## src/hw/rtl/lessc_pkg.sv

```systemverilog
// Package: widths, register map, reset values and stage control type of the scan core.
package lessc_pkg;

	localparam int SIZE_W     = 11;
	localparam int SYM_W      = 8;
	localparam int ROWLEN_W   = 11;
	localparam int END_ROW_W  = 12;
	localparam int END_COL_W  = 10;
	localparam int PDATA_W    = 32;
	localparam int PADDR_W    = 3;

	localparam int MAX_COLS_DEF = 1024;
	localparam int MAX_ROWS_DEF = 4096;

	localparam logic [SYM_W-1:0]    EMPTY_SYMBOL_RST = 8'd46;
	localparam logic [ROWLEN_W-1:0] ROW_LENGTH_RST   = 11'd1024;

	// register index, taken from paddr[2]
	typedef enum logic [0:0] {
		REG_EMPTY_SYMBOL = 1'b0,
		REG_ROW_LENGTH   = 1'b1
	} reg_idx_t;

	// control that travels with a request through the compute stage
	typedef struct packed {
		logic valid;   // stage holds a request
		logic last;    // final cell of the map
		logic eol;     // final cell of its row
		logic row_nz;  // row above exists
	} stage_ctl_t;

endpackage

```

## src/hw/rtl/lessc_dp.sv

```systemverilog
// Square size recurrence, running best and result register.
module lessc_dp #(
	parameter int CW = $clog2(lessc_pkg::MAX_COLS_DEF),
	parameter int RW = $clog2(lessc_pkg::MAX_ROWS_DEF)
) (
	input  logic                            clk,
	input  logic                            arst_n,
	input  lessc_pkg::stage_ctl_t           ctl_s1,
	input  logic [lessc_pkg::SYM_W-1:0]     byte_s1,
	input  logic [CW-1:0]                   col_s1,
	input  logic [RW-1:0]                   row_s1,
	input  logic [lessc_pkg::SYM_W-1:0]     empty_symbol,
	input  logic [lessc_pkg::SIZE_W-1:0]    up_raw,
	output logic                            fire,
	output logic                            wr_en,
	output logic [CW-1:0]                   wr_addr,
	output logic [lessc_pkg::SIZE_W-1:0]    wr_data,
	output logic                            result_valid,
	input  logic                            result_stall,
	output logic [lessc_pkg::SIZE_W-1:0]    square_size,
	output logic [lessc_pkg::END_ROW_W-1:0] end_row,
	output logic [lessc_pkg::END_COL_W-1:0] end_col
);
	import lessc_pkg::*;

	logic [SIZE_W-1:0] left_q;
	logic [SIZE_W-1:0] diag_q;
	logic [SIZE_W-1:0] best_size_q;
	logic [RW-1:0]     best_row_q;
	logic [CW-1:0]     best_col_q;
	logic [SIZE_W-1:0] up;
	logic [SIZE_W-1:0] m_lu;
	logic [SIZE_W-1:0] m_all;
	logic [SIZE_W-1:0] val;
	logic              better;
	logic [SIZE_W-1:0] new_size;
	logic [RW-1:0]     new_row;
	logic [CW-1:0]     new_col;
	logic              out_free;

	assign up    = ctl_s1.row_nz ? up_raw : '0;
	assign m_lu  = (left_q < up) ? left_q : up;
	assign m_all = (m_lu < diag_q) ? m_lu : diag_q;
	assign val   = (byte_s1 == empty_symbol) ? m_all + SIZE_W'(1) : '0;

	assign better   = (val > best_size_q);
	assign new_size = better ? val : best_size_q;
	assign new_row  = better ? row_s1 : best_row_q;
	assign new_col  = better ? col_s1 : best_col_q;

	assign out_free = !result_valid || !result_stall;
	assign fire     = ctl_s1.valid && (!ctl_s1.last || out_free);
	assign wr_en    = fire;
	assign wr_addr  = col_s1;
	assign wr_data  = val;

	always_ff @(posedge clk or negedge arst_n) begin
		if (!arst_n) begin
			left_q       <= '0;
			diag_q       <= '0;
			best_size_q  <= '0;
			best_row_q   <= '0;
			best_col_q   <= '0;
			result_valid <= 1'b0;
		end else begin
			if (fire && ctl_s1.last) begin
				result_valid <= 1'b1;
			end else if (!result_stall) begin
				result_valid <= 1'b0;
			end
			if (fire) begin
				if (ctl_s1.last) begin
					left_q      <= '0;
					diag_q      <= '0;
					best_size_q <= '0;
					best_row_q  <= '0;
					best_col_q  <= '0;
				end else begin
					left_q      <= ctl_s1.eol ? '0 : val;
					diag_q      <= ctl_s1.eol ? '0 : up;
					best_size_q <= new_size;
					best_row_q  <= new_row;
					best_col_q  <= new_col;
				end
			end
		end
	end

	always_ff @(posedge clk) begin
		if (fire && ctl_s1.last) begin
			square_size <= new_size;
			end_row     <= END_ROW_W'(new_row);
			end_col     <= END_COL_W'(new_col);
		end
	end

endmodule

```

## config.mk

```make
export PLATFORM = sky130hd
export DESIGN_NAME = lessc_dp
export DESIGN_NICKNAME = d
export VERILOG_FILES = /design/src/hw/rtl/lessc_pkg.sv /design/src/hw/rtl/lessc_dp.sv
export SDC_FILE = /design/constraint.sdc
export NUM_CORES = 1
export LEC_CHECK = 0
export ABC_AREA = 1
export BUFFER_PORTS_ARGS = -buffer_cell sky130_fd_sc_hd__buf_2
export CAP_MARGIN = 20
export CORE_ASPECT_RATIO = 1.75
export CORE_MARGIN = 5
export CORE_UTILIZATION = 50
export CTS_CLUSTER_DIAMETER = 80
export CTS_CLUSTER_SIZE = 12
export DETAILED_ROUTE_END_ITERATION = 6
export PLACE_DENSITY = 0.76
export SLEW_MARGIN = 40
export SYNTH_ARGS = -nofsm -noshare
export SYNTH_HDL_FRONTEND = slang
export SYNTH_SLANG_ARGS = --single-unit
```

## constraint.sdc

```tcl
create_clock -name clk -period 8.38 [get_ports clk]
set_input_delay 1.676 -clock clk [delete_from_list [all_inputs] [get_ports clk]]
set_output_delay 1.676 -clock clk [all_outputs]
set_load 0.05 [all_outputs]
```

After elaboration in Yosys (flattened, before gate mapping):

Cells that the tools add are included.

* ROM bits: 0
* memory bits (writable): 0
* bits in registers: 89
* memories kept: 0
* bits in latches: 0

* shift operators: 0
* multipliers: 0
* reductions and logical operators: 7
* $lt $le $gt $ge: 3
* mux-type cells: 16
* add/subtract/negate cells: 1
* div/mod/pow operators: 0
* eq/ne operators: 2
* bitwise logic cells: 0

Operators with widths (count)
* 11-bit 2-to-1 mux: 10
* 12-bit 2-to-1 mux: 2
* 11-bit less-than comparator: 2
* 10-bit 2-to-1 mux: 2
* 11-bit by 1-bit adder with 11-bit output, second input constant: 1
* 11-bit > comparator: 1
* 8-bit equality test: 1
* 1-bit logical NOT: 3
* 1-bit logical AND: 2
* 1-bit logical OR: 2
* 1-bit 2-to-1 mux: 2
* 2-bit by 1-bit inequality test with 1-bit output, second input constant: 1

Depth between registers and ports, before layout:

Gate-level depths: netlist of run 1.

* depth after elaboration: 10
* depth in mapped cells: 45
* depth with buffers taken out: 41

Worst setup path after synthesis of run 1:

No wires, ideal clock.

* kind: input to output
* start: input port ctl_s1[0] (netlist bit)
* end: output port wr_data[10] (netlist bit)
* path buffers: 4
* stages on the path: 26
* data arrival time: 5871 ps
* path slack: 833 ps
* cell sequence: clkbuf_1 nand2_1 ha_1 a21o_1 nor2_1 nand3_2 buf_2 nor2_1 a21oi_1 ha_1 nand2_1 o21a_1 o221a_2 buf_1 nand2_2 buf_6 nand2_1 nand2_2 nand2_2 nor2_2 nand2_1 inv_1 nand2_1 nor2_2 o21ai_0 a21oi_1

* longest elaborated chain between the ends: 7

RTL lines
* from (decl): RTL line lessc_dp.sv:8 `input lessc_pkg::stage_ctl_t ctl_s1,`
* 11-bit 2-to-1 mux *: RTL line lessc_dp.sv:41 `assign up = ctl_s1.row_nz ? up_raw : '0;`
* 11-bit less-than comparator: RTL line lessc_dp.sv:42 `assign m_lu = (left_q < up) ? left_q : up;`
* 11-bit 2-to-1 mux *: RTL line lessc_dp.sv:42
* 11-bit less-than comparator: RTL line lessc_dp.sv:43 `assign m_all = (m_lu < diag_q) ? m_lu : diag_q;`
* 11-bit 2-to-1 mux *: RTL line lessc_dp.sv:43
* 11-bit by 1-bit adder with 11-bit output *: RTL line lessc_dp.sv:44 `assign val = (byte_s1 == empty_symbol) ? m_all + SIZE_W'(1) : '0;`
* 11-bit 2-to-1 mux *: RTL line lessc_dp.sv:44
* to (decl): RTL line lessc_dp.sv:17 `output logic [lessc_pkg::SIZE_W-1:0] wr_data,`

Every way passes the cells marked *; elsewhere a longest branch is shown, timed or not.

Final worst setup path of run 1:

Ends and elaborated chain as after synthesis.

==> flow_results.xml, run 1 <==
<?xml version="1.0" encoding="UTF-8"?>
<metrics>
  <group name="run_status">
    <metric name="outcome" unit="">completed</metric>
  </group>
  <group name="route">
    <metric name="top_layer" unit="">met4</metric>
    <metric name="postRouteWirelength" unit="mm">13.8</metric>
    <metric name="drt_pre_antenna_iters" unit="">5</metric>
    <metric name="detailroute.via_count" unit="">4794</metric>
    <metric name="drt-vias-per-instance" unit="">5.19</metric>
    <metric name="routed_wire_length_per_instance" unit="um">15.0</metric>
    <metric name="dr_wl_met2" unit="mm">7.41</metric>
    <metric name="wl_met1" unit="mm">4.91</metric>
    <metric name="wl_met3" unit="um">724</metric>
    <metric name="remaining_drc_errors" unit="">0</metric>
    <metric name="antenna_nets_post_route" unit="">0</metric>
    <metric name="starting_drc_count_in_detailed_routing" unit="">244</metric>
  </group>
  <group name="floorplanning">
    <metric name="ios" unit="">113</metric>
    <metric name="die_area" unit="mm2">0.0132</metric>
    <metric name="initial_cell_density_of_the_core" unit="%">50.9</metric>
    <metric name="dieHeight" unit="um">148</metric>
    <metric name="core_region_area" unit="mm2">0.0107</metric>
    <metric name="width_of_the_die" unit="um">88.9</metric>
    <metric name="placement_rows" unit="">50</metric>
  </group>
  <group name="final_layout">
    <metric name="final_layout_size_suffix_gt1_share" unit="%">20.3</metric>
    <metric name="final_non_filler_cell_area" unit="mm2">0.00634</metric>
    <metric name="antenna_cells" unit="">0</metric>
    <metric name="finalNetCount" unit="">874</metric>
    <metric name="areaGrowthSynthToFinish" unit="%">16.3</metric>
  </group>
  <group name="power_and_ir_drop">
    <metric name="clkPwrFrac" unit="%">20.5</metric>
    <metric name="power_report.internal_total" unit="W">0.00112</metric>
    <metric name="power.combinational.fraction" unit="%">45.2</metric>
    <metric name="pwr_density_cell" unit="mW/mm2">313</metric>
    <metric name="switching_share" unit="%">43.5</metric>
    <metric name="power" unit="W">0.00198</metric>
    <metric name="power.static_leakage" unit="nW">3.42</metric>
    <metric name="switchingPower" unit="W">0.000863</metric>
    <metric name="pwr-share-seq" unit="%">34.3</metric>
    <metric name="vdd_drop_max" unit="V">0.000183</metric>
  </group>
  <group name="cts">
    <metric name="clockRootBuffer" unit="">clkbuf_16</metric>
    <metric name="post-cts-setup-buffers" unit="">0</metric>
    <metric name="h_tree_level_count" unit="">3</metric>
    <metric name="clockBufferDepth" unit="">2</metric>
    <metric name="cts.sink_count" unit="">89</metric>
    <metric name="clkSlewWorstSetupHoldPaths" unit="ns">0.07</metric>
    <metric name="number_of_buffers_created_by_cts" unit="">9</metric>
    <metric name="cts_tree" unit="">done</metric>
    <metric name="cts.hold.buffers_added" unit="">0</metric>
    <metric name="clock_insertion_delay_worst_skew" unit="ns">0.34</metric>
    <metric name="cts_resized" unit="">0</metric>
  </group>
  <group name="logic_synthesis">
    <metric name="post_synth_instance_area" unit="mm2">0.00545</metric>
    <metric name="synthMostInstantiatedCell" unit="">nand2_1</metric>
    <metric name="synthCells" unit="">694</metric>
    <metric name="post_synth_main_area_contributors" unit="">dfrtp_1 (26%), edfxtp_1 (18%), nand2_1 (13%)</metric>
    <metric name="dominantRegCellSynth" unit="">dfrtp_1</metric>
    <metric name="ys_top_cells_by_count" unit="">nand2_1 (193), inv_1 (103), nand3_1 (79), dfrtp_1 (56), nor2_1 (35)</metric>
    <metric name="synth_nets" unit="">780</metric>
    <metric name="synth_warnings" unit="">0</metric>
    <metric name="synth-seq-area-share" unit="%">43.9</metric>
    <metric name="synth.avg_cell_area" unit="um2">7.85</metric>
    <metric name="area_fraction_of_the_dominant_cell_type_after_synthesis" unit="%">25.7</metric>
    <metric name="yosys_register_bits" unit="">89</metric>
    <metric name="yosysTopAreaCell" unit="">dfrtp_1</metric>
    <metric name="synth-edff-count" unit="">33</metric>
    <metric name="synthDistinctLibCells" unit="">36</metric>
    <metric name="asyncSetResetFlopFracSynth" unit="%">62.9</metric>
  </group>
  <group name="placed_design">
    <metric name="postPlaceCellArea" unit="mm2">0.00604</metric>
    <metric name="port_buffers" unit="">112</metric>
    <metric name="routabilityCongestion" unit="">0.904</metric>
    <metric name="dpl.hpwl" unit="mm">10.4</metric>
  </group>
  <group name="timing">
    <metric name="finalSetupViolCount" unit="">0</metric>
    <metric name="timing.max_slew.rel_slack" unit="%">50.5</metric>
    <metric name="totalNegativeSetupSlack" unit="ns">0</metric>
    <metric name="final_hold_violating_endpoints" unit="">0</metric>
    <metric name="clock.fmax" unit="MHz">127</metric>
    <metric name="rsz_0062_raised_after_global_routing" unit="">no</metric>
    <metric name="worst_slew_pin_slew" unit="ns">0.741</metric>
    <metric name="hold_ws" unit="ns">0.479</metric>
    <metric name="post-route-period-util" unit="%">94.3</metric>
    <metric name="period_minus_slack" unit="ns">7.90</metric>
    <metric name="number_of_slew_limit_violations_in_the_final_report" unit="">0</metric>
    <metric name="final.setup_skew" unit="ns">0.00936</metric>
  </group>
  <group name="global_routing">
    <metric name="grt_pass1_vias" unit="">4842</metric>
    <metric name="globalRoute.totalOverflow" unit="">0</metric>
    <metric name="first_pass_grt_wire_length" unit="mm">22.3</metric>
    <metric name="gr-usage-all-layers" unit="%">21.7</metric>
    <metric name="maximum_number_of_pins_on_one_net_before_global_route_repair" unit="">57</metric>
    <metric name="grt_antenna_before_repair" unit="">0</metric>
  </group>
  <group name="critical_path">
    <metric name="cp_max_fo" unit="">21</metric>
    <metric name="cp.arrival" unit="ns">6.23</metric>
    <metric name="critPathKind" unit="">primary input to output port</metric>
    <metric name="r2r.worst_path.cells" unit="">31</metric>
    <metric name="worst_setup_path_start_kind" unit="">primary input</metric>
    <metric name="r2r_setup_slack" unit="ns">2.30</metric>
    <metric name="critical_path.reg2reg.startpoint" unit="">left_q[10]$_DFFE_PN0P_</metric>
    <metric name="critPathRequiredTime" unit="ns">6.70</metric>
    <metric name="r2r_end" unit="">square_size[7]$_DFFE_PP_</metric>
    <metric name="critPathCaptureType" unit="">output port</metric>
  </group>
  <group name="hold_path">
    <metric name="worstHoldPathCells" unit="">2</metric>
    <metric name="min_from" unit="">best_row_q[0]$_DFFE_PN0P_</metric>
    <metric name="hold_path_class" unit="">register to register</metric>
    <metric name="hold_end" unit="">best_row_q[0]$_DFFE_PN0P_</metric>
  </group>
  <group name="job">
    <metric name="max_cap_viol_count" unit="">0</metric>
  </group>
</metrics>
[power by group through the flow]
stage | clock network, W | registers (W) | logic (W)
floorplan | 0 | 0.000912 | 0.000508
global placement | 0 | 0.000684 | 0.000865
detailed placement | 0 | 0.000690 | 0.000899
CTS | 0.000410 | 0.000683 | 0.000903
global route | 0.000434 | 0.000696 | 0.000990
finish | 0.000407 | 0.000681 | 0.000897
[worst max-delay path by stage]
stage	cells past startpoint	slack, ns	start	to
floorplan	26	0.83	ctl_s1[0]	wr_data[10]
global placement	24	0.69	ctl_s1[0]	wr_data[10]
detailed placement	24	0.53	ctl_s1[0]	wr_data[10]
CTS	24	0.52	ctl_s1[0]	wr_data[10]
global route	24	0.09	ctl_s1[0]	wr_data[10]
finish	24	0.48	ctl_s1[0]	wr_data[10]
[metrics by stage]
step	util (%)	setup slack (ns)	instances
floorplan	-	0.833	694
global placement	56.2	0.693	906
detailed placement	56.4	0.532	907
CTS	59.2	0.519	923
global route	59.3	0.0891	923
finish	59.3	0.475	923
[layer usage]
metal  vias up  GRT usage (%)
li1       2388              -
met1      2194           23.2
met2       160           38.8
met3        52           3.22
met4         0           13.1
met5         -              0
[worst max-delay path, cell delays in order]
cell,delay [ns]
buf_2,0.23
nand2_1,0.14
ha_1,0.31
a21o_1,0.18
nor2_1,0.29
nand3_2,0.39
nor2_1,0.20
a21oi_1,0.08
ha_1,0.34
nand4_1,0.14
nor3_1,0.32
nand2_4,0.13
nand2_2,0.18
nand2_1,0.07
nand2_1,0.12
nand2_2,0.12
nor2_2,0.20
nand2_1,0.07
inv_1,0.07
nand2_1,0.09
nor2_2,0.16
o21ai_0,0.13
a21oi_1,0.26
buf_2,0.32
[area by class of cell]
| type | count | area, um2 |
|---|---|---|
| clock buffer | 10 | 229 |
| clock inverter | 6 | 67.6 |
| fill | 958 | 4360 |
| inverter | 108 | 405 |
| multi-input combinational | 462 | 2450 |
| sequential | 89 | 2390 |
| tap | 130 | 163 |
| timing repair buffer | 118 | 629 |
[sequential cells by signal (all words and copies together) (netlist names)]
register / cells
best_row_q: 12
best_size_q: 11
square_size: 11
result_valid: 1
end_col: 10
best_col_q: 10
diag_q: 11
end_row: 12
left_q: 11
[kinds of logic (layout without fill, tap and decap cells)]
group | Yosys count | after routing | synth area share, %
flops | 89 | 89 | 43.9
xor+xnor | 7 | 7 | 1.13
fa+ha+maj | 30 | 30 | 6.89
buf+inv | 143 | 242 | 11.5
compound gates | 60 | 60 | 6.36
simple gates | 365 | 365 | 30.2
[placed cells by master, fill, tap and decap left out, types with 2 or more instances in the layout]
master and count:
a21o_1 2, a21oi_1 21, a21oi_2 2, and2_1 33
buf_2 112, buf_4 4, clkbuf_16 9, clkinvlp_4 2
dfrtp_1 56, edfxtp_1 33, ha_1 30, inv_1 103
inv_2 5, inv_6 2, nand2_1 193, nand2_2 8
nand2_4 2, nand3_1 79, nand3_2 2, nand4_1 5
nor2_1 33, nor2_2 4, nor2_4 2, nor3_1 2
o21ai_0 17, o22ai_1 11, xnor2_1 2, xor2_1 5
(Power assumes the default switching activity.)
==> run 2: changes to the inputs <==
--- a/config.mk
+++ b/config.mk
@@ -5,7 +5,6 @@
 export SDC_FILE = /design/constraint.sdc
 export NUM_CORES = 1
 export LEC_CHECK = 0
-export ABC_AREA = 1
 export BUFFER_PORTS_ARGS = -buffer_cell sky130_fd_sc_hd__buf_2
 export CAP_MARGIN = 20
 export CORE_ASPECT_RATIO = 1.75
@@ -14,7 +13,7 @@
 export CTS_CLUSTER_DIAMETER = 80
 export CTS_CLUSTER_SIZE = 12
 export DETAILED_ROUTE_END_ITERATION = 6
-export PLACE_DENSITY = 0.76
+export PLACE_DENSITY = 0.8
 export SLEW_MARGIN = 40
 export SYNTH_ARGS = -nofsm -noshare
 export SYNTH_HDL_FRONTEND = slang
==> run 2 against run 1 <==
  * Register-to-register slack lost 0.58 ns
  * Total power is 44% lower
  * Routed wire length is 4.2% higher
  * Sequential power down 31%
  * Critical path type unchanged
  * Largest cell class unchanged
==> flow_results.xml, run 2 <==
<?xml version="1.0" encoding="UTF-8"?>
<metrics>
  <group name="critical_path">
    <metric name="critPathKind" unit="">primary input to output port</metric>
    <metric name="critical_path.reg2reg.startpoint" unit="">left_q[8]$_DFFE_PN0P_</metric>
    <metric name="cp_max_fo" unit="">14</metric>
    <metric name="critPathCaptureType" unit="">output port</metric>
    <metric name="worst_setup_path_start_kind" unit="">primary input</metric>
    <metric name="cp.arrival" unit="ns">6.36</metric>
    <metric name="critPathRequiredTime" unit="ns">6.70</metric>
    <metric name="timing.critical_path.from" unit="">ctl_s1[0]</metric>
  </group>
  <group name="timing">
    <metric name="number_of_slew_limit_violations_in_the_final_report" unit="">0</metric>
    <metric name="worst_slew_pin_slew" unit="ns">0.746</metric>
    <metric name="timing.max_slew.rel_slack" unit="%">49.8</metric>
    <metric name="clock.fmax" unit="MHz">124</metric>
    <metric name="final.setup_skew" unit="ns">0.00955</metric>
    <metric name="final_hold_violating_endpoints" unit="">0</metric>
    <metric name="finalSetupViolCount" unit="">0</metric>
    <metric name="hold_ws" unit="ns">0.502</metric>
    <metric name="post-route-period-util" unit="%">95.9</metric>
    <metric name="totalNegativeSetupSlack" unit="ns">0</metric>
    <metric name="period_minus_slack" unit="ns">8.04</metric>
  </group>
  <group name="logic_synthesis">
    <metric name="synthDistinctLibCells" unit="">55</metric>
    <metric name="synth-edff-count" unit="">33</metric>
    <metric name="post_synth_instance_area" unit="mm2">0.00524</metric>
    <metric name="post_synth_main_area_contributors" unit="">dfrtp_1 (27%), edfxtp_1 (19%), ha_1 (7.2%)</metric>
    <metric name="synth.avg_cell_area" unit="um2">10.3</metric>
    <metric name="asyncSetResetFlopFracSynth" unit="%">62.9</metric>
    <metric name="yosys_register_bits" unit="">89</metric>
    <metric name="synthesized_area_fraction_occupied_by_ao_oa_aoi_and_oai_cells" unit="%">17.4</metric>
    <metric name="yosysTopAreaCell" unit="">dfrtp_1</metric>
    <metric name="area_fraction_of_the_dominant_cell_type_after_synthesis" unit="%">26.8</metric>
    <metric name="synth_mux_area_share" unit="%">6.72</metric>
    <metric name="synthCells" unit="">507</metric>
    <metric name="main_combinational_cell_family_by_area_after_synthesis" unit="">compound AO/OA/AOI/OAI gates</metric>
    <metric name="ys_top_cells_by_count" unit="">nand2_1 (63), dfrtp_1 (56), o21ai_0 (39), edfxtp_1 (33), inv_1 (33)</metric>
    <metric name="synth-seq-area-share" unit="%">45.7</metric>
    <metric name="dominantRegCellSynth" unit="">dfrtp_1</metric>
    <metric name="synth_nets" unit="">593</metric>
    <metric name="synth-simple-area-share" unit="%">13.1</metric>
    <metric name="synthXorXnorAreaFrac" unit="%">4.18</metric>
    <metric name="post_synth_fa_ha_maj_area_fraction" unit="%">7.17</metric>
    <metric name="synth_warnings" unit="">0</metric>
    <metric name="synthMostInstantiatedCell" unit="">nand2_1</metric>
  </group>
  <group name="route">
    <metric name="starting_drc_count_in_detailed_routing" unit="">208</metric>
    <metric name="drt-vias-per-instance" unit="">5.85</metric>
    <metric name="postRouteWirelength" unit="mm">14.4</metric>
    <metric name="remaining_drc_errors" unit="">0</metric>
    <metric name="antenna_nets_post_route" unit="">0</metric>
    <metric name="routed_wire_length_per_instance" unit="um">18.7</metric>
    <metric name="detailroute.via_count" unit="">4513</metric>
    <metric name="drt_pre_antenna_iters" unit="">4</metric>
  </group>
  <group name="global_routing">
    <metric name="grt_pass1_vias" unit="">4770</metric>
    <metric name="grt_antenna_before_repair" unit="">0</metric>
    <metric name="gr-usage-all-layers" unit="%">23.0</metric>
    <metric name="globalRoute.totalOverflow" unit="">0</metric>
    <metric name="first_pass_grt_wire_length" unit="mm">22.8</metric>
    <metric name="maximum_number_of_pins_on_one_net_before_global_route_repair" unit="">57</metric>
  </group>
  <group name="cts">
    <metric name="number_of_buffers_created_by_cts" unit="">9</metric>
    <metric name="h_tree_level_count" unit="">3</metric>
    <metric name="clock_insertion_delay_worst_skew" unit="ns">0.34</metric>
    <metric name="cts.hold.buffers_added" unit="">0</metric>
    <metric name="clockBufferDepth" unit="">2</metric>
    <metric name="cts_resized" unit="">0</metric>
    <metric name="clkSlewWorstSetupHoldPaths" unit="ns">0.06</metric>
    <metric name="cts_tree" unit="">done</metric>
    <metric name="post-cts-setup-buffers" unit="">0</metric>
    <metric name="cts.sink_count" unit="">89</metric>
    <metric name="clockRootBuffer" unit="">clkbuf_16</metric>
  </group>
  <group name="power_and_ir_drop">
    <metric name="vdd_drop_max" unit="V">0.000141</metric>
    <metric name="power" unit="W">0.00111</metric>
    <metric name="clkPwrFrac" unit="%">42.2</metric>
    <metric name="pwr-share-seq" unit="%">42.3</metric>
    <metric name="power_report.internal_total" unit="W">0.000815</metric>
    <metric name="switchingPower" unit="W">0.000293</metric>
    <metric name="power.static_leakage" unit="nW">2.96</metric>
    <metric name="power.combinational.fraction" unit="%">15.6</metric>
    <metric name="pwr_density_cell" unit="mW/mm2">172</metric>
    <metric name="switching_share" unit="%">26.4</metric>
  </group>
  <group name="final_layout">
    <metric name="antenna_cells" unit="">0</metric>
    <metric name="final_non_filler_cell_area" unit="mm2">0.00643</metric>
    <metric name="layout_top_registers" unit="">best_row_q: 12 flops, end_row: 12 flops</metric>
    <metric name="final_layout_size_suffix_gt1_share" unit="%">31.7</metric>
    <metric name="finalNetCount" unit="">725</metric>
    <metric name="areaGrowthSynthToFinish" unit="%">22.9</metric>
    <metric name="final_cell_mix" unit="">buf_2 (111), nand2_1 (63), dfrtp_1 (56)</metric>
    <metric name="mostFrequentLayoutCell" unit="">buf_2</metric>
    <metric name="finish.utilization" unit="%">62.5</metric>
  </group>
  <group name="run_status">
    <metric name="outcome" unit="">completed</metric>
  </group>
  <group name="hold_path">
    <metric name="hold_path_class" unit="">register to register</metric>
    <metric name="min_from" unit="">best_row_q[6]$_DFFE_PN0P_</metric>
  </group>
  <group name="floorplanning">
    <metric name="ios" unit="">113</metric>
    <metric name="die_area" unit="mm2">0.0127</metric>
    <metric name="dieHeight" unit="um">145</metric>
    <metric name="initial_cell_density_of_the_core" unit="%">50.8</metric>
    <metric name="width_of_the_die" unit="um">87.4</metric>
    <metric name="placement_rows" unit="">49</metric>
    <metric name="core_region_area" unit="mm2">0.0103</metric>
  </group>
  <group name="placed_design">
    <metric name="dpl.hpwl" unit="mm">11.4</metric>
    <metric name="postPlaceCellArea" unit="mm2">0.00607</metric>
    <metric name="port_buffers" unit="">112</metric>
    <metric name="routabilityCongestion" unit="">0.994</metric>
  </group>
  <group name="job">
    <metric name="max_cap_viol_count" unit="">0</metric>
  </group>
</metrics>
==> run 2: metal layers <==
layer  vias to the layer above  part of all wire, %  track usage [%]
met5                         -                    0                0
met3                        58                  5.1             3.63
li1                       2120                    -                -
met2                       169                   54             41.2
met1                      2166                   35             23.3
met4                         0                  6.4             15.6
==> run 2: path summary, 6_finish.rpt <==
path,end,cells past startpoint,slack [ns]
max,wr_data[6],26,0.34
min,best_row_q[6]$_DFFE_PN0P_,1,0.50
max reg2reg,square_size[4]$_DFFE_PP_,33,1.72
min reg2reg,best_row_q[6]$_DFFE_PN0P_,1,0.50
max in group asynchronous,left_q[3]$_DFFE_PN0P_,2,6.41
min in group asynchronous,diag_q[6]$_DFFE_PN0P_,2,1.46
==> run 2: cell type report <==
cell class | instances | area [um2]
flip-flops and latches | 89 | 2390
well taps | 127 | 159
repair buffers | 147 | 838
fillers | 884 | 3870
multi-input cells | 358 | 2570
inverters | 34 | 128
clock inverters | 7 | 124
clock buffers | 9 | 225
==> run 2: metrics by stage <==
stage	worst slack (ns)	instances
after floorplan	0.0649	507
after global placement	0.140	755
after detailed placement	0.0992	755
after CTS	0.161	771
after global routing	-0.0173	771
final	0.344	771
==> run 2: cells by family after synthesis <==
| group | after synthesis |
|---|---|
| flops | 89 |
| mux | 31 |
| fa+ha+maj | 30 |
| buf+inv | 60 |
| compound gates | 132 |
| xor+xnor | 25 |
| simple gates | 140 |
==> run 2: power groups by stage <==
stage / Clock (W) / Combinational (W) / Sequential, W
2_1_floorplan: 0 / 0.0000848 / 0.000501
3_3_place_gp: 0 / 0.000168 / 0.000476
3_5_place_dp: 0 / 0.000171 / 0.000477
4_1_cts: 0.000475 / 0.000172 / 0.000468
5_1_grt: 0.000491 / 0.000185 / 0.000469
6_report: 0.000467 / 0.000172 / 0.000468
==> run 2: worst max-delay path, cell delays in order <==
cell	delay [ns]
buf_2	0.22
nand2_1	0.13
ha_1	0.33
a211oi_2	0.19
nor2_1	0.11
or3_4	0.40
nor2_1	0.15
buf_4	0.21
nand2_1	0.06
o21ai_1	0.13
ha_1	0.30
a21oi_1	0.13
o21ai_0	0.14
o21ai_0	0.24
nor2b_1	0.25
a31oi_2	0.09
buf_4	0.17
a21oi_1	0.14
ha_1	0.19
nand2_1	0.05
or3_1	0.32
xnor2_1	0.13
mux2i_1	0.13
nand2_1	0.09
inv_1	0.12
clkbuf_4	0.24
==> run 3: changes to the inputs <==
==> constraint.sdc (replaced) <==
create_clock -name clk -period 8.38 [get_ports clk]
set_input_delay 0.838 -clock clk [delete_from_list [all_inputs] [get_ports clk]]
set_output_delay 0.838 -clock clk [all_outputs]
set_load 0.05 [all_outputs]
==> run 3 against run 2 <==
  * Non-clock buffer count shrank 27
  * Critical endpoint is now best_col_q[4]$_DFFE_PN0P_
  * Sequential share of layout area grew 1.7 points
  * Register-to-register slack lost 0.52 ns
  * Largest power group unchanged
  * Final cell count shrank 3.5%
  * First-iteration DRC count grew 13%
==> flow_results.xml, run 3 (synthesis gave the netlist of run 2 again) <==
<?xml version="1.0" encoding="UTF-8"?>
<metrics>
  <group name="timing">
    <metric name="period_minus_slack" unit="ns">7.65</metric>
    <metric name="fin_ws" unit="ns">0.733</metric>
    <metric name="worst_slew_pin_slew" unit="ns">0.725</metric>
    <metric name="hold_ws" unit="ns">0.504</metric>
    <metric name="finalSetupViolCount" unit="">0</metric>
    <metric name="post-route-period-util" unit="%">91.2</metric>
    <metric name="clock.fmax" unit="MHz">131</metric>
    <metric name="number_of_slew_limit_violations_in_the_final_report" unit="">0</metric>
    <metric name="final.setup_skew" unit="ns">0.00432</metric>
    <metric name="totalNegativeSetupSlack" unit="ns">0</metric>
    <metric name="final_hold_violating_endpoints" unit="">0</metric>
    <metric name="rsz_0062_raised_after_global_routing" unit="">no</metric>
    <metric name="timing.max_slew.rel_slack" unit="%">51.7</metric>
  </group>
  <group name="global_routing">
    <metric name="gr-usage-all-layers" unit="%">22.3</metric>
    <metric name="globalRoute.totalOverflow" unit="">0</metric>
    <metric name="grt_antenna_before_repair" unit="">0</metric>
    <metric name="first_pass_grt_wire_length" unit="mm">22.3</metric>
    <metric name="maximum_number_of_pins_on_one_net_before_global_route_repair" unit="">57</metric>
    <metric name="grt_pass1_vias" unit="">4554</metric>
  </group>
  <group name="critical_path">
    <metric name="worst_setup_path_start_kind" unit="">primary input</metric>
    <metric name="cp_slowest_stage_delay" unit="ns">0.44</metric>
    <metric name="r2r.worst_path.cells" unit="">33</metric>
    <metric name="critPathCaptureType" unit="">register</metric>
    <metric name="critPathKind" unit="">primary input to register</metric>
    <metric name="critPathMostFrequentCell" unit="">ha_1</metric>
    <metric name="cp.arrival" unit="ns">7.92</metric>
    <metric name="critPathRequiredTime" unit="ns">8.65</metric>
    <metric name="worst_path_max_delay_cell" unit="">a21oi_2</metric>
    <metric name="cp_max_fo" unit="">20</metric>
  </group>
  <group name="run_status">
    <metric name="outcome" unit="">completed</metric>
  </group>
  <group name="power_and_ir_drop">
    <metric name="switching_share" unit="%">29.2</metric>
    <metric name="switchingPower" unit="W">0.000296</metric>
    <metric name="power.combinational.fraction" unit="%">15.8</metric>
    <metric name="clkPwrFrac" unit="%">37.9</metric>
    <metric name="power_report.internal_total" unit="W">0.000717</metric>
    <metric name="power.static_leakage" unit="nW">2.79</metric>
    <metric name="vdd_drop_max" unit="V">0.000113</metric>
    <metric name="power" unit="W">0.00101</metric>
    <metric name="pwr_density_cell" unit="mW/mm2">165</metric>
    <metric name="pwr-share-seq" unit="%">46.2</metric>
  </group>
  <group name="cts">
    <metric name="cts.sink_count" unit="">89</metric>
    <metric name="clock_insertion_delay_worst_skew" unit="ns">0.34</metric>
    <metric name="clkSlewWorstSetupHoldPaths" unit="ns">0.07</metric>
    <metric name="clockRootBuffer" unit="">clkbuf_16</metric>
    <metric name="number_of_buffers_created_by_cts" unit="">9</metric>
    <metric name="clockBufferDepth" unit="">2</metric>
    <metric name="cts_tree" unit="">done</metric>
    <metric name="cts.hold.buffers_added" unit="">0</metric>
    <metric name="h_tree_level_count" unit="">3</metric>
  </group>
  <group name="floorplanning">
    <metric name="ios" unit="">113</metric>
    <metric name="placement_rows" unit="">49</metric>
    <metric name="dieHeight" unit="um">145</metric>
    <metric name="core_region_area" unit="mm2">0.0103</metric>
    <metric name="die_area" unit="mm2">0.0127</metric>
    <metric name="width_of_the_die" unit="um">87.4</metric>
    <metric name="initial_cell_density_of_the_core" unit="%">50.8</metric>
  </group>
  <group name="route">
    <metric name="detailroute.via_count" unit="">4354</metric>
    <metric name="antenna_nets_post_route" unit="">0</metric>
    <metric name="drt-vias-per-instance" unit="">5.85</metric>
    <metric name="drt_pre_antenna_iters" unit="">4</metric>
    <metric name="starting_drc_count_in_detailed_routing" unit="">234</metric>
    <metric name="remaining_drc_errors" unit="">0</metric>
    <metric name="postRouteWirelength" unit="mm">14.1</metric>
    <metric name="routed_wire_length_per_instance" unit="um">18.9</metric>
  </group>
  <group name="placed_design">
    <metric name="routabilityCongestion" unit="">0.972</metric>
    <metric name="place_worst_setup_slack" unit="ns">0.341</metric>
    <metric name="port_buffers" unit="">112</metric>
    <metric name="postPlaceCellArea" unit="mm2">0.00586</metric>
    <metric name="dpl.hpwl" unit="mm">10.9</metric>
  </group>
  <group name="final_layout">
    <metric name="mostFrequentLayoutCell" unit="">buf_2</metric>
    <metric name="finalNetCount" unit="">698</metric>
    <metric name="final_layout_size_suffix_gt1_share" unit="%">28.5</metric>
    <metric name="areaGrowthSynthToFinish" unit="%">17.6</metric>
    <metric name="final_cell_mix" unit="">buf_2 (112), nand2_1 (63), dfrtp_1 (56)</metric>
    <metric name="layout_top_registers" unit="">best_row_q: 12 flops, end_row: 12 flops</metric>
    <metric name="antenna_cells" unit="">0</metric>
    <metric name="final_non_filler_cell_area" unit="mm2">0.00615</metric>
  </group>
  <group name="hold_path">
    <metric name="worstHoldPathCells" unit="">1</metric>
    <metric name="hold_path_class" unit="">register to register</metric>
  </group>
  <group name="job">
    <metric name="max_cap_viol_count" unit="">0</metric>
  </group>
</metrics>
-- run 3: cell count changes in the layout (fill, tap and decap cells not counted), moves of 2 or more --
cell | previous run | this run
clkinvlp_4 | 1 | 3
o21ai_0 | 36 | 39
inv_6 | 2 | 0
buf_4 | 34 | 8
bufinv_16 | 3 | 0
o21ai_1 | 4 | 1
-- run 3: critical path: cells and delay by family --
family	cells	cell delay, ns
compound gates	11	2.62
simple gates	13	2.16
fa+ha+maj	4	1.11
buf+inv	5	0.92
xor+xnor	1	0.13
mux	1	0.13
-- run 3: stage by stage --
step | std cells | utilization, %
floorplan | 507 | -
global placement | 728 | 56.8
detailed placement | 728 | 56.9
CTS | 744 | 59.7
global route | 744 | 59.8
finish | 744 | 59.8
-- run 3: final cells by class --
type	count	area, um2
Clock buffer	9	225
Clock inverter	7	67.6
Fill cell	902	4150
Inverter	34	128
Multi-Input combinational cell	358	2560
Sequential cell	89	2390
Tap cell	127	159
Timing Repair Buffer	120	621
-- run 3: timing repair --
| action | in CTS | in global routing |
|---|---|---|
| hold endpoints to repair | 0 | 0 |
| endpoints found under the setup margin | 0 | 43 |
| buffers inserted | 0 | 0 |
| resized for setup | 0 | 1 |
-- run 3: worst paths after layout --
path                       slack [ns]                        end                       from
max reg2reg                      1.20  best_col_q[4]$_DFFE_PN0P_      left_q[8]$_DFFE_PN0P_
max                              0.73  best_col_q[4]$_DFFE_PN0P_                  ctl_s1[0]
max in group asynchronous        7.26      left_q[5]$_DFFE_PN0P_                     arst_n
min in group asynchronous        0.62      diag_q[5]$_DFFE_PN0P_                     arst_n
min reg2reg                      0.50  best_row_q[5]$_DFFE_PN0P_  best_row_q[5]$_DFFE_PN0P_
min                              0.50  best_row_q[5]$_DFFE_PN0P_  best_row_q[5]$_DFFE_PN0P_
-- run 3: layer usage --
layer	GRT usage (%)	share of wire, %	wire length, um	vias to the layer above
li1	-	-	-	2066
met1	24.1	37	5140	2089
met2	40.3	54	7600	151
met3	3.63	5.1	719	48
met4	11.3	4.3	603	0
met5	0	0	0	-
-- run 3: power by group through the flow --
stage | Sequential (W) | Clock, W | Combinational (W)
floorplan | 0.000501 | 0 | 0.0000848
global placement | 0.000476 | 0 | 0.000155
detailed placement | 0.000477 | 0 | 0.000159
CTS | 0.000468 | 0.000389 | 0.000160
global route | 0.000469 | 0.000406 | 0.000172
finish | 0.000468 | 0.000384 | 0.000160
